### src/assert_macros.svh
// assertion macros shared by the stack machine sources
// no dependencies; include by bare file name
`ifndef ASSERT_MACROS_SVH
`define ASSERT_MACROS_SVH

// property checked only outside reset
`define ISM_ASSERT(lbl, clk, rst, prop, msg) \
   lbl: assert property (@(posedge clk) disable iff (rst) prop) else $error(msg);

// property checked at every edge, reset included
`define ISM_ASSERT_ALWAYS(lbl, clk, prop, msg) \
   lbl: assert property (@(posedge clk) prop) else $error(msg);

`endif

### src/ism_pkg.sv
// shared types, sizes and codes for the integer stack machine
// no dependencies; used by every other source file except assert_macros.svh
package ism_pkg;

   localparam int STACK_DEPTH = 64;
   localparam int ADDR_W      = $clog2(STACK_DEPTH);
   localparam int CNT_W       = $clog2(STACK_DEPTH + 1);
   localparam int DATA_W      = 32;
   localparam int KIND_W      = 3;
   localparam int STATUS_W    = 3;

   typedef logic signed [DATA_W-1:0] word_type;
   typedef logic [KIND_W-1:0]        kind_type;
   typedef logic [STATUS_W-1:0]      status_type;

   // request opcodes as they arrive
   localparam kind_type KIND_PUSH = 3'd0;
   localparam kind_type KIND_DUMP = 3'd1;
   localparam kind_type KIND_PEEK = 3'd2;
   localparam kind_type KIND_POP  = 3'd3;
   localparam kind_type KIND_ADD  = 3'd4;

   // status codes
   localparam status_type ST_OK         = 3'd0;
   localparam status_type ST_PEEK_EMPTY = 3'd1;
   localparam status_type ST_POP_EMPTY  = 3'd2;
   localparam status_type ST_ADD_SHORT  = 3'd3;
   localparam status_type ST_PUSH_FULL  = 3'd4;

   // decoded operation handed from front to back
   typedef enum logic [2:0] {
      OP_NOP,
      OP_PUSH,
      OP_POP,
      OP_PEEK,
      OP_DUMP,
      OP_ADD
   } op_type;

   typedef struct packed {
      op_type   op;
      word_type value;
   } cmd_type;

   typedef struct packed {
      logic empty;
      logic full;
   } q_status_type;

   typedef struct packed {
      word_type   value;
      logic       has_value;
      status_type status;
      logic       last;
   } rsp_type;

endpackage

### src/ism_chan_if.sv
// request and response channel interfaces of the stack machine
// depends on ism_pkg
interface ism_req_if;
   logic               valid;
   logic               ready;
   ism_pkg::kind_type  kind;
   ism_pkg::word_type  push_value;

   modport source (output valid, output kind, output push_value, input ready);
   modport sink   (input valid, input kind, input push_value, output ready);
endinterface

interface ism_rsp_if;
   logic                valid;
   logic                ready;
   ism_pkg::word_type   value;
   logic                has_value;
   ism_pkg::status_type status;
   logic                last;

   modport source (output valid, output value, output has_value, output status,
                   output last, input ready);
   modport sink   (input valid, input value, input has_value, input status,
                   input last, output ready);
endinterface

### src/ism_front.sv
// front end: accepts requests and decodes the opcode into an operation
// depends on ism_pkg and ism_chan_if
module ism_front (
   ism_req_if.sink           req_bus,
   output ism_pkg::cmd_type  cmd,
   output logic              cmd_valid,
   input  logic              cmd_ready
);
   import ism_pkg::*;

   op_type op;

   // opcode decode, unknown kinds become a no-op
   always_comb begin
      unique case (req_bus.kind)
         KIND_PUSH: op = OP_PUSH;
         KIND_DUMP: op = OP_DUMP;
         KIND_PEEK: op = OP_PEEK;
         KIND_POP:  op = OP_POP;
         KIND_ADD:  op = OP_ADD;
         default:   op = OP_NOP;
      endcase
   end

   // only a push carries its value forward
   assign cmd.op        = op;
   assign cmd.value     = (op == OP_PUSH) ? req_bus.push_value : '0;
   assign cmd_valid     = req_bus.valid;
   assign req_bus.ready = cmd_ready;

endmodule

### src/ism_queue.sv
// two-entry command queue between front and back
// depends on ism_pkg
module ism_queue (
   input  logic                   clock,
   input  logic                   reset,
   input  ism_pkg::cmd_type       in_cmd,
   input  logic                   in_valid,
   output logic                   in_ready,
   output ism_pkg::cmd_type       out_cmd,
   output logic                   out_valid,
   input  logic                   out_pop,
   output ism_pkg::q_status_type  status
);
   import ism_pkg::*;

   cmd_type    slot_ff [2];
   logic       wr_ptr_ff, wr_ptr_in;
   logic       rd_ptr_ff, rd_ptr_in;
   logic [1:0] count_ff, count_in;
   logic       push, pop;

   assign in_ready     = (count_ff != 2'd2);
   assign out_valid    = (count_ff != 2'd0);
   assign out_cmd      = slot_ff[rd_ptr_ff];
   assign status.empty = (count_ff == 2'd0);
   assign status.full  = (count_ff == 2'd2);

   assign push = in_valid && in_ready;
   assign pop  = out_pop && out_valid;

   // pointer and fill bookkeeping
   always_comb begin
      wr_ptr_in = push ? !wr_ptr_ff : wr_ptr_ff;
      rd_ptr_in = pop ? !rd_ptr_ff : rd_ptr_ff;
      count_in  = count_ff + 2'(push) - 2'(pop);
   end

   always_ff @(posedge clock) begin
      if (reset) begin
         wr_ptr_ff <= 1'b0;
         rd_ptr_ff <= 1'b0;
         count_ff  <= 2'd0;
      end else begin
         wr_ptr_ff <= wr_ptr_in;
         rd_ptr_ff <= rd_ptr_in;
         count_ff  <= count_in;
      end
   end

   // entry storage
   always_ff @(posedge clock) begin
      if (push) begin
         slot_ff[wr_ptr_ff] <= in_cmd;
      end
   end

endmodule

### src/ism_back.sv
// back end: stack memory, entry count, operation sequencer, response register
// depends on ism_pkg and ism_chan_if
module ism_back (
   input  logic              clock,
   input  logic              reset,
   input  ism_pkg::cmd_type  cmd,
   input  logic              cmd_valid,
   output logic              cmd_pop,
   ism_rsp_if.source         rsp_bus
);
   import ism_pkg::*;

   localparam logic [1:0] S_IDLE = 2'd0;
   localparam logic [1:0] S_DUMP = 2'd1;
   localparam logic [1:0] S_ADD  = 2'd2;

   word_type            mem [STACK_DEPTH];
   logic [1:0]          state_ff, state_in;
   logic [CNT_W-1:0]    count_ff, count_in;
   logic [ADDR_W-1:0]   idx_ff, idx_in;
   logic                peek_ff, peek_in;
   word_type            rd_a_ff, rd_b_ff;
   logic                rsp_valid_ff, rsp_valid_in;
   rsp_type             rsp_ff, rsp_in;

   logic                out_free;
   logic [CNT_W-1:0]    cnt_m1, cnt_m2;
   logic                is_empty, is_full, is_short;
   logic                emit;
   rsp_type             emit_rsp;
   logic                wr_en;
   logic [ADDR_W-1:0]   wr_addr;
   word_type            wr_data;
   logic                rd_a_en, rd_b_en;
   logic [ADDR_W-1:0]   rd_a_addr, rd_b_addr;

   assign out_free = !rsp_valid_ff || rsp_bus.ready;
   assign cnt_m1   = count_ff - CNT_W'(1);
   assign cnt_m2   = count_ff - CNT_W'(2);
   assign is_empty = (count_ff == '0);
   assign is_full  = (count_ff == CNT_W'(STACK_DEPTH));
   assign is_short = (count_ff < CNT_W'(2));

   // operation sequencer
   always_comb begin
      state_in  = state_ff;
      count_in  = count_ff;
      idx_in    = idx_ff;
      peek_in   = peek_ff;
      cmd_pop   = 1'b0;
      emit      = 1'b0;
      emit_rsp  = '{value: '0, has_value: 1'b0, status: ST_OK, last: 1'b1};
      wr_en     = 1'b0;
      wr_addr   = count_ff[ADDR_W-1:0];
      wr_data   = cmd.value;
      rd_a_en   = 1'b0;
      rd_a_addr = cnt_m1[ADDR_W-1:0];
      rd_b_en   = 1'b0;
      rd_b_addr = cnt_m2[ADDR_W-1:0];

      unique case (state_ff)
         S_IDLE: begin
            if (cmd_valid) begin
               unique case (cmd.op)
                  OP_PUSH: begin
                     if (out_free) begin
                        cmd_pop = 1'b1;
                        emit    = 1'b1;
                        if (is_full) begin
                           emit_rsp.status = ST_PUSH_FULL;
                        end else begin
                           wr_en    = 1'b1;
                           count_in = count_ff + CNT_W'(1);
                        end
                     end
                  end
                  OP_POP: begin
                     if (out_free) begin
                        cmd_pop = 1'b1;
                        emit    = 1'b1;
                        if (is_empty) begin
                           emit_rsp.status = ST_POP_EMPTY;
                        end else begin
                           count_in = cnt_m1;
                        end
                     end
                  end
                  OP_PEEK, OP_DUMP: begin
                     if (is_empty) begin
                        if (out_free) begin
                           cmd_pop = 1'b1;
                           emit    = 1'b1;
                           emit_rsp.status = (cmd.op == OP_PEEK) ? ST_PEEK_EMPTY : ST_OK;
                        end
                     end else begin
                        // fetch the top entry, results leave from the dump state
                        cmd_pop  = 1'b1;
                        rd_a_en  = 1'b1;
                        idx_in   = cnt_m1[ADDR_W-1:0];
                        peek_in  = (cmd.op == OP_PEEK);
                        state_in = S_DUMP;
                     end
                  end
                  OP_ADD: begin
                     if (is_short) begin
                        if (out_free) begin
                           cmd_pop = 1'b1;
                           emit    = 1'b1;
                           emit_rsp.status = ST_ADD_SHORT;
                        end
                     end else begin
                        cmd_pop  = 1'b1;
                        rd_a_en  = 1'b1;
                        rd_b_en  = 1'b1;
                        state_in = S_ADD;
                     end
                  end
                  OP_NOP: begin
                     if (out_free) begin
                        cmd_pop = 1'b1;
                        emit    = 1'b1;
                     end
                  end
               endcase
            end
         end
         S_DUMP: begin
            // one entry per cycle while the response register is free, next read overlaps the current result
            if (out_free) begin
               emit               = 1'b1;
               emit_rsp.value     = rd_a_ff;
               emit_rsp.has_value = 1'b1;
               emit_rsp.last      = peek_ff || (idx_ff == '0);
               if (emit_rsp.last) begin
                  state_in = S_IDLE;
               end else begin
                  rd_a_en   = 1'b1;
                  rd_a_addr = idx_ff - ADDR_W'(1);
                  idx_in    = idx_ff - ADDR_W'(1);
               end
            end
         end
         S_ADD: begin
            // second entry takes the wrapped sum, top is dropped
            if (out_free) begin
               emit     = 1'b1;
               wr_en    = 1'b1;
               wr_addr  = cnt_m2[ADDR_W-1:0];
               wr_data  = rd_b_ff + rd_a_ff;
               count_in = cnt_m1;
               state_in = S_IDLE;
            end
         end
         default: begin
            state_in = S_IDLE;
         end
      endcase
   end

   // response register
   always_comb begin
      rsp_in       = rsp_ff;
      rsp_valid_in = rsp_valid_ff;
      if (emit) begin
         rsp_in       = emit_rsp;
         rsp_valid_in = 1'b1;
      end else if (rsp_bus.ready) begin
         rsp_valid_in = 1'b0;
      end
   end

   always_ff @(posedge clock) begin
      if (reset) begin
         state_ff     <= S_IDLE;
         count_ff     <= '0;
         rsp_valid_ff <= 1'b0;
      end else begin
         state_ff     <= state_in;
         count_ff     <= count_in;
         rsp_valid_ff <= rsp_valid_in;
      end
   end

   always_ff @(posedge clock) begin
      idx_ff  <= idx_in;
      peek_ff <= peek_in;
      rsp_ff  <= rsp_in;
   end

   // stack memory, one write and two registered reads
   always_ff @(posedge clock) begin
      if (wr_en) begin
         mem[wr_addr] <= wr_data;
      end
      if (rd_a_en) begin
         rd_a_ff <= mem[rd_a_addr];
      end
      if (rd_b_en) begin
         rd_b_ff <= mem[rd_b_addr];
      end
   end

   assign rsp_bus.valid     = rsp_valid_ff;
   assign rsp_bus.value     = rsp_ff.value;
   assign rsp_bus.has_value = rsp_ff.has_value;
   assign rsp_bus.status    = rsp_ff.status;
   assign rsp_bus.last      = rsp_ff.last;

endmodule

### src/integer_stack_machine_top.sv
// Integer stack machine: a bounded LIFO of signed 32-bit words.
// req_bus carries one request per handshake (kind, push_value); rsp_bus
// returns the results, each with value, has_value, status and last.
// Push, pop and unknown kinds give one result, through the queue and the
// response register, and retire one per cycle. Peek and add on a stack with
// enough entries give one result via the dump or add state: add reads both
// top entries from the stack memory, then writes their sum; their empty or
// short errors skip that state. A dump gives one result per stored entry
// (one without value if empty), top first, one per cycle after a registered
// memory read; last marks the final result of each request. Errors report
// a status code and leave the stack unchanged. A two-entry queue sits
// between the decode front and the execution back, so requests keep arriving
// while a result waits. When the receiver stalls, the response register
// holds, the back end stops, and the queue fills before req_bus.ready falls.
// Reset (synchronous) empties the stack and the queue; no clearing pass is
// needed because stack words are only read below the entry count.
// depends on ism_pkg, ism_chan_if, ism_front, ism_queue, ism_back, assert_macros.svh
`include "assert_macros.svh"

module integer_stack_machine_top (
   input  logic      clock,
   input  logic      reset,
   ism_req_if.sink   req_bus,
   ism_rsp_if.source rsp_bus
);
   import ism_pkg::*;

   cmd_type       front_cmd;
   logic          front_valid;
   logic          front_ready;
   cmd_type       back_cmd;
   logic          back_valid;
   logic          back_pop;
   q_status_type  q_stat;

   // decode
   ism_front u_front (
      .req_bus   (req_bus),
      .cmd       (front_cmd),
      .cmd_valid (front_valid),
      .cmd_ready (front_ready)
   );

   // decoupling queue
   ism_queue u_queue (
      .clock     (clock),
      .reset     (reset),
      .in_cmd    (front_cmd),
      .in_valid  (front_valid),
      .in_ready  (front_ready),
      .out_cmd   (back_cmd),
      .out_valid (back_valid),
      .out_pop   (back_pop),
      .status    (q_stat)
   );

   // execution
   ism_back u_back (
      .clock     (clock),
      .reset     (reset),
      .cmd       (back_cmd),
      .cmd_valid (back_valid),
      .cmd_pop   (back_pop),
      .rsp_bus   (rsp_bus)
   );

   // checks
   `ISM_ASSERT_ALWAYS(a_rsp_idle_after_reset, clock,
      reset |=> !rsp_bus.valid, "response valid after reset")
   `ISM_ASSERT(a_value_only_ok, clock, reset,
      rsp_bus.valid |-> (!rsp_bus.has_value || rsp_bus.status == ST_OK),
      "value with error status")
   `ISM_ASSERT(a_mid_dump_has_value, clock, reset,
      (rsp_bus.valid && !rsp_bus.last) |-> rsp_bus.has_value,
      "non-final result without value")
   `ISM_ASSERT(a_queue_full_blocks, clock, reset,
      q_stat.full |-> !req_bus.ready, "request taken while queue full")

endmodule
### src/flat_wrapper.sv
// flat-port wrapper written by rule: the top's interface ports become plain ports
module integer_stack_machine_top_flat import ism_pkg::*;
  (clock, reset, req_bus_valid, req_bus_kind, req_bus_push_value, req_bus_ready, rsp_bus_valid, rsp_bus_value, rsp_bus_has_value, rsp_bus_status, rsp_bus_last, rsp_bus_ready);
  ism_req_if req_bus_i ();
  ism_rsp_if rsp_bus_i ();
  input  logic clock;
  input  logic reset;
  input wire logic [$bits(req_bus_i.valid)-1:0] req_bus_valid;
  input wire logic [$bits(req_bus_i.kind)-1:0] req_bus_kind;
  input wire logic [$bits(req_bus_i.push_value)-1:0] req_bus_push_value;
  output wire logic [$bits(req_bus_i.ready)-1:0] req_bus_ready;
  output wire logic [$bits(rsp_bus_i.valid)-1:0] rsp_bus_valid;
  output wire logic [$bits(rsp_bus_i.value)-1:0] rsp_bus_value;
  output wire logic [$bits(rsp_bus_i.has_value)-1:0] rsp_bus_has_value;
  output wire logic [$bits(rsp_bus_i.status)-1:0] rsp_bus_status;
  output wire logic [$bits(rsp_bus_i.last)-1:0] rsp_bus_last;
  input wire logic [$bits(rsp_bus_i.ready)-1:0] rsp_bus_ready;
  assign req_bus_i.valid = req_bus_valid;
  assign req_bus_i.kind = req_bus_kind;
  assign req_bus_i.push_value = req_bus_push_value;
  assign req_bus_ready = req_bus_i.ready;
  assign rsp_bus_valid = rsp_bus_i.valid;
  assign rsp_bus_value = rsp_bus_i.value;
  assign rsp_bus_has_value = rsp_bus_i.has_value;
  assign rsp_bus_status = rsp_bus_i.status;
  assign rsp_bus_last = rsp_bus_i.last;
  assign rsp_bus_i.ready = rsp_bus_ready;
  integer_stack_machine_top u_core (.clock(clock), .reset(reset), .req_bus(req_bus_i), .rsp_bus(rsp_bus_i));
endmodule
### config.mk
export PLATFORM = sky130hd
export DESIGN_NAME = integer_stack_machine_top_flat
export DESIGN_NICKNAME = d
export VERILOG_FILES = /design/src/ism_pkg.sv /design/src/ism_chan_if.sv /design/src/ism_front.sv /design/src/ism_queue.sv /design/src/ism_back.sv /design/src/integer_stack_machine_top.sv /design/src/flat_wrapper.sv
export VERILOG_INCLUDE_DIRS = /design/src /design/src/src
export SDC_FILE = /design/constraint.sdc
export NUM_CORES = 2
export LEC_CHECK = 0
export ABC_CLOCK_PERIOD_IN_PS = 11250
export BUFFER_PORTS_ARGS = -buffer_cell sky130_fd_sc_hd__buf_2
export CORE_MARGIN = 3
export CORE_UTILIZATION = 30
export CTS_BUF_LIST = sky130_fd_sc_hd__clkbuf_4 sky130_fd_sc_hd__clkbuf_8
export DETAILED_ROUTE_END_ITERATION = 8
export SYNTH_ARGS = -nofsm -noshare
export SYNTH_HDL_FRONTEND = slang
export SYNTH_SLANG_ARGS = --single-unit
### constraint.sdc
create_clock -name clock -period 11.25 [get_ports clock]
set_clock_uncertainty 0.1 [all_clocks]
set_input_delay 1.125 -clock clock [delete_from_list [all_inputs] [get_ports clock]]
set_output_delay 1.125 -clock clock [all_outputs]
set_load 0.02 [all_outputs]
* Word-level counts from Yosys, hierarchy flattened
Memories as Yosys holds them, arrays and structs flattened. A register that Yosys moved wholly into a read port is not among the register bits. Cells that the tools add are included.
Word-level totals: bits in read-only memories 0, logic and storage cells 153, input port bits 39, memories 2, bits in latches 0, register bits 58, RAM bits 2118, output and inout bits 39
Cells by class: reductions and logical operators 25, div/mod/pow operators 0, equal/unequal tests 29, bitwise gates (word level) 1, $mul 0, muxes and demuxes 76, magnitude comparators 1, shift-type cells 0, add/subtract/negate cells 7
Memories:
- u_core.u_back.mem | words 64, width 32, read ports 2, clocked after Yosys merged registers in 2, wr ports 1, line ism_back.sv:17 | word_type mem [STACK_DEPTH];
- u_core.u_queue.slot_ff | words 2, width 35, read ports 1, clocked after Yosys merged registers in 1, wr ports 1, line ism_queue.sv:16 | cmd_type slot_ff [2];
Operators with widths (count):
- 32-bit 2-to-1 mux | 3
- 6-bit 2-to-1 mux | 10
- 7-bit 2-to-1 mux | 6
- 32-bit adder | 1
- 1-bit 2-to-1 mux | 32
- 7-bit one-hot mux with 2 select lines | 2
- 2-bit 2-to-1 mux | 10
- 3-bit != test (second input constant) | 6
- 3-bit one-hot mux with 5 select lines | 1
- 3-bit by 2-bit equality test with 1-bit output (second input constant) | 4
- 2-bit != test (second input constant) | 6
- 3-bit one-hot mux with 4 select lines | 1
- 6-bit one-hot mux with 2 select lines | 1
- 3-bit by 1-bit equality test with 1-bit output (second input constant) | 3
- 3-bit equality test (second input constant) | 3
- 1-bit one-hot mux with 2 select lines | 4
- 8-bit AND reduction | 1
- 2-bit nonzero test | 4
- 7-bit by 1-bit adder with 7-bit output (second input constant) | 1
- 7-bit equality test (second input constant) | 1
- 7-bit logical NOT | 1
- 7-bit by 2-bit less-than comparator with 1-bit output (second input constant) | 1
- 7-bit AND reduction | 1
- 7-bit by 1-bit subtractor with 7-bit output (second input constant) | 1
- 24 further kinds | 35

* Longest topological paths before layout
depth after elaboration 10, depth in mapped cells 18, gate-level depth less buffers 13

* Cells and area by module
A second synthesis with hierarchy kept.
Second synthesis, totals: cell total of the unflattened synthesis 6388, area, all modules 104664.1 um^2
Modules (own cells, without submodules):
- ism_back | times used 1, cells each 6209, area each 101604.9 um^2
- ism_queue | times used 1, cells each 137, area each 2770.2 um^2
- ism_front | times used 1, cells each 42, area each 289.0 um^2

* Worst setup path after synthesis
OpenSTA, ideal clock, no wires.
path kind reg2reg, from reg u_core.u_back.count_ff[1], to reg u_core.u_back.rd_a_ff[0], read port of u_core.u_back.mem (enable), arrival 5457 ps, path slack 5303 ps, cell stages (with the launch flop) 12, path buffers 5, data required time 10760 ps, cells stage by stage dfxtp_1 -> clkbuf_1 -> clkbuf_1 -> clkbuf_1 -> clkbuf_1 -> inv_1 -> ha_1 -> buf_2 -> nand2_1 -> nor3_1 -> nor3_1 -> or3_1
On the way: cells in the longest elaborated chain, start to end 5, elaborated cells on any way between the ends 11, classes of those cells add/sub: 1; order compare: 1; mux: 8; reduce/logical: 1
RTL lines:
- from (decl) | line ism_back.sv:19 | logic [CNT_W-1:0] count_ff, count_in;
- from (signal assigned) | line ism_back.sv:179 | count_ff <= count_in;
- 7-bit by 2-bit less-than comparator with 1-bit output or 7-bit logical NOT (tied branches) | line ism_back.sv:42, ism_back.sv:40
- 1-bit 2-to-1 mux, on equally long branches | line ism_back.sv:105, ism_back.sv:89
- 1-bit one-hot mux with 2 select lines (*) | line ism_back.sv:64 | unique case (cmd.op)
- 1-bit 2-to-1 mux (*) | line ism_back.sv:63 | if (cmd_valid) begin
- 1-bit one-hot mux with 2 select lines (*) | line ism_back.sv:61 | unique case (state_ff)
- net u_core.u_back.rd_a_en | line ism_back.sv:34 | logic rd_a_en, rd_b_en;
- to (decl) | line ism_back.sv:22 | word_type rd_a_ff, rd_b_ff;
The timed path passes the listed nets; every way through them passes the cells marked *. A chain may end at the register's enable or synchronous reset.

* Final worst setup path
from reg u_core.u_back.state_ff[1], to reg u_core.u_back.rd_a_ff[12], read port of u_core.u_back.mem, data pin
On the way: cells in the longest elaborated chain, start to end 2, elaborated cells on any way between the ends 4, classes of those cells eq/ne: 1; mux: 2; reduce/logical: 1
RTL lines:
- from (decl) | line ism_back.sv:18 | logic [1:0] state_ff, state_in;
- from (signal assigned) | line ism_back.sv:178 | state_ff <= state_in;
- 2-bit by 1-bit equality test with 1-bit output or 2-bit logical NOT (tied branches) | line ism_back.sv:61
- 1-bit one-hot mux with 2 select lines or 6-bit 2-to-1 mux (tied branches) | line ism_back.sv:61
Parallel ways exist; a longest one is shown, timed or not.

==> metrics.yaml <==
outcome: "completed"
synth-seq-cells: 2241
cts_root_buf: "clkbuf_8"
grtUsageMet1: 0.258
rows: 215
synth_common_cells: "edfxtp_1 (2226), mux4_2 (908), nand2_1 (883)"
rsz0062_at_grt: "false"
grt_pass1_vias: 64550
hold_path_class: "primary input to flip-flop"
fin_crit_ns: 6.57
crit_fanout: 109
cts_buffer_depth: 4
port_buffers: 77
slowest_stage: "nor2_4"
syn_area_um2: 104000
drtAntennaViolNets: 0
end_kind: "flip-flop"
wire_per_inst_um: 32.9
path_cells: "inv_1, ha_2, inv_2, nor2_2, and2_1, inv_1, nand2_1, nand2_1, nor2_4, buf_12, a32oi_1, nand4_1, a21oi_1, or4_1"
cts_setup_buffers: 0
grt_max_degree: 159
area_growth_pct: 13.2
ioPinCount: 78
synth_top_area_share: 0.646
finalInstanceArea_um2: 117000
finalMaxSlewViolations: 0
setup_tns_ns: 0
synthArstFlopShare: 0
final_cells: 11076
rrSetupSlack_ns: 4.68
grt_pass1_wl_um: 508000
cts-resized-gates: 0
synth.area.top_cells: "edfxtp_1 (65%), mux4_2 (20%), nand2_1 (3.2%)"
finalHoldViolCount: 0
worstMarginPinSlew_ns: 1.36
dp_hpwl_um: 193000
ir_worst_vdd_mv: 0.244
drcViolationCount: 0
clock.fmax_ghz: 0.152
fp.dieW_um: 593
grt_use_met2: 0.309
viasPerCell: 5.96
place.gp.congestion: 0.825
drive_above_1_share: 0.285
grt_util_all_layers: 0.200
period_share: 0.584
path_class: "flip-flop to flip-flop"
setup_viol: 0
maxSlewHeadroom: 0.0944
place_ws_ns: 4.76
fin_nets: 6321
busiest_layer: "met2"
powerDensity_nw_per_um2: 219
die_area_um2: 352000
leakage_uw: 0.0355
num_vias: 65980
htreeDepth: 5
antenna_found_initial: 21
drtPass1Iterations: 6
cp.buffers_inverters: 4
post_dp_cell_area_um2: 110000
wirelength_um: 364000
core_area_um2: 343000
path_clk_slew_ns: 0.07
drtIter0Drc: 10422
use_met3: 0.0709
synth_nets: 6166
clk_latency_ns: 1.02
max_cap_violations: 0
synth_edf_count: 2226
ys_types: 57
grt_overflow: 0
p_total_uw: 25700
cpLargestDelayFamily: "simple AND/OR/NAND/NOR gates"
avgSynthCellArea_um2: 17.0
max_stage_delay_ns: 0.96
syn_inst: 6082
synthMostInstantiatedCell: "edfxtp_1"
worst_ep_required_time_ns: 11.80
synth_top_cell_by_area: "edfxtp_1"
crit_arrival_ns: 7.12
die-height_um: 593
yosysWarnings: 0
critPathLaunchType: "flip-flop"
layout_setup_ws_ns: 4.68
cts_inserted_buffers: 356
clock_sink_count: 2241
floorplan.initialDensity: 0.302
cts_tree: "built"
synth-seq-area-share: 0.648
placed_cells: 10436
cts_hold_buf: 0
yosys_most_used_dff: "edfxtp_1"
==> sequential cells by signal (all words and copies together) (netlist names), 2 cells and up, named ones only <==
signal and cells:
u_core.u_back.mem 2048, u_core.u_queue.slot_ff 70, u_core.u_back.rd_a_ff 32, u_core.u_back.rd_b_ff 32, u_core.u_back.rsp_bus.value 32, u_core.u_back.count_ff 7, u_core.u_back.idx_ff 6, u_core.u_back.rsp_bus.status 3
u_core.u_back.state_ff 2, u_core.u_queue.count_ff 2
==> metrics by stage <==
step           hold slack (ns)   util
6_report                 0.344  0.342
5_1_grt                  0.313  0.341
4_1_cts                  0.260  0.341
3_5_place_dp             0.412  0.321
3_3_place_gp             0.396  0.321
2_1_floorplan            0.379      -
==> cell families (layout without fill, tap and decap cells) <==
| group | after synthesis | after routing | synth area share |
|---|---|---|---|
| xor gates and xnor gates | 47 | 47 | 0.00398 |
| AOI/OAI and AO/OA | 603 | 603 | 0.0394 |
| DFF | 2241 | 2241 | 0.648 |
| and+or+nand+nor | 1581 | 1581 | 0.0683 |
| buffers and inverters | 483 | 910 | 0.0195 |
| other | 0 | 10 | 0 |
| muxes | 1082 | 1082 | 0.215 |
| adders and majority gates | 45 | 45 | 0.00551 |
==> metal layers <==
layer / vias up / part of all wire
met3: 901 / 0.14
met1: 34451 / 0.36
met5: - / 0.00034
li1: 25371 / -
met2: 5245 / 0.45
met4: 12 / 0.044
==> final cells by class <==
class                           instances  area [um2]
Antenna cell                           10        25.0
Sequential cell                      2241       67200
Fill cell                           32475      226000
Inverter                               18        67.6
Multi-Input combinational cell       3358       35400
Tap cell                             4557        5700
Clock buffer                          455        5670
Clock inverter                        175        1220
Timing Repair Buffer                  262        1960
==> path summary, 6_finish.rpt <==
| kind | start | end | depth (start not counted) |
|---|---|---|---|
| worst min-delay path | req_bus_push_value[29] | u_core.u_queue.slot_ff[1][29]$_DFFE_PP_ | 2 |
| worst max-delay path | u_core.u_back.state_ff[1]$_SDFFE_PP0P_ | u_core.u_back.rd_a_ff[12]$_DFFE_PP_ | 14 |
| worst max register to register | u_core.u_back.state_ff[1]$_SDFFE_PP0P_ | u_core.u_back.rd_a_ff[12]$_DFFE_PP_ | 14 |
| worst min register to register | u_core.u_queue.rd_ptr_ff$_SDFFE_PP0P_ | flip-flop | 2 |
==> layout by cell type (no fill, tap or decap), types with 9 or more instances in the layout <==
master	instances
and2_1	56
and3_1	37
or4_1	32
a31oi_1	26
clkbuf_4	94
dfxtp_1	12
a22oi_1	132
diode_2	10
nor2_4	71
a21o_1	13
buf_2	77
o21ai_0	30
nand3_1	271
buf_4	170
xnor2_1	29
nor3_1	18
ha_1	42
inv_1	17
xor2_1	13
nor2_1	48
edfxtp_1	2226
a32oi_1	131
a21oi_1	181
mux2i_1	163
bufinv_16	15
o21ai_4	24
nand4_1	129
clkbuf_8	361
clkinv_1	85
clkinvlp_4	9
clkinv_2	58
mux4_2	908
a211oi_1	25
nand2_1	879
buf_12	15
==> where the power goes <==
group	switching, uW	total (uW)	internal (uW)
clock network	3330	6980	3650
logic	5450	8170	2720
registers	158	10500	10400
Power figures use the tool's default switching activity.
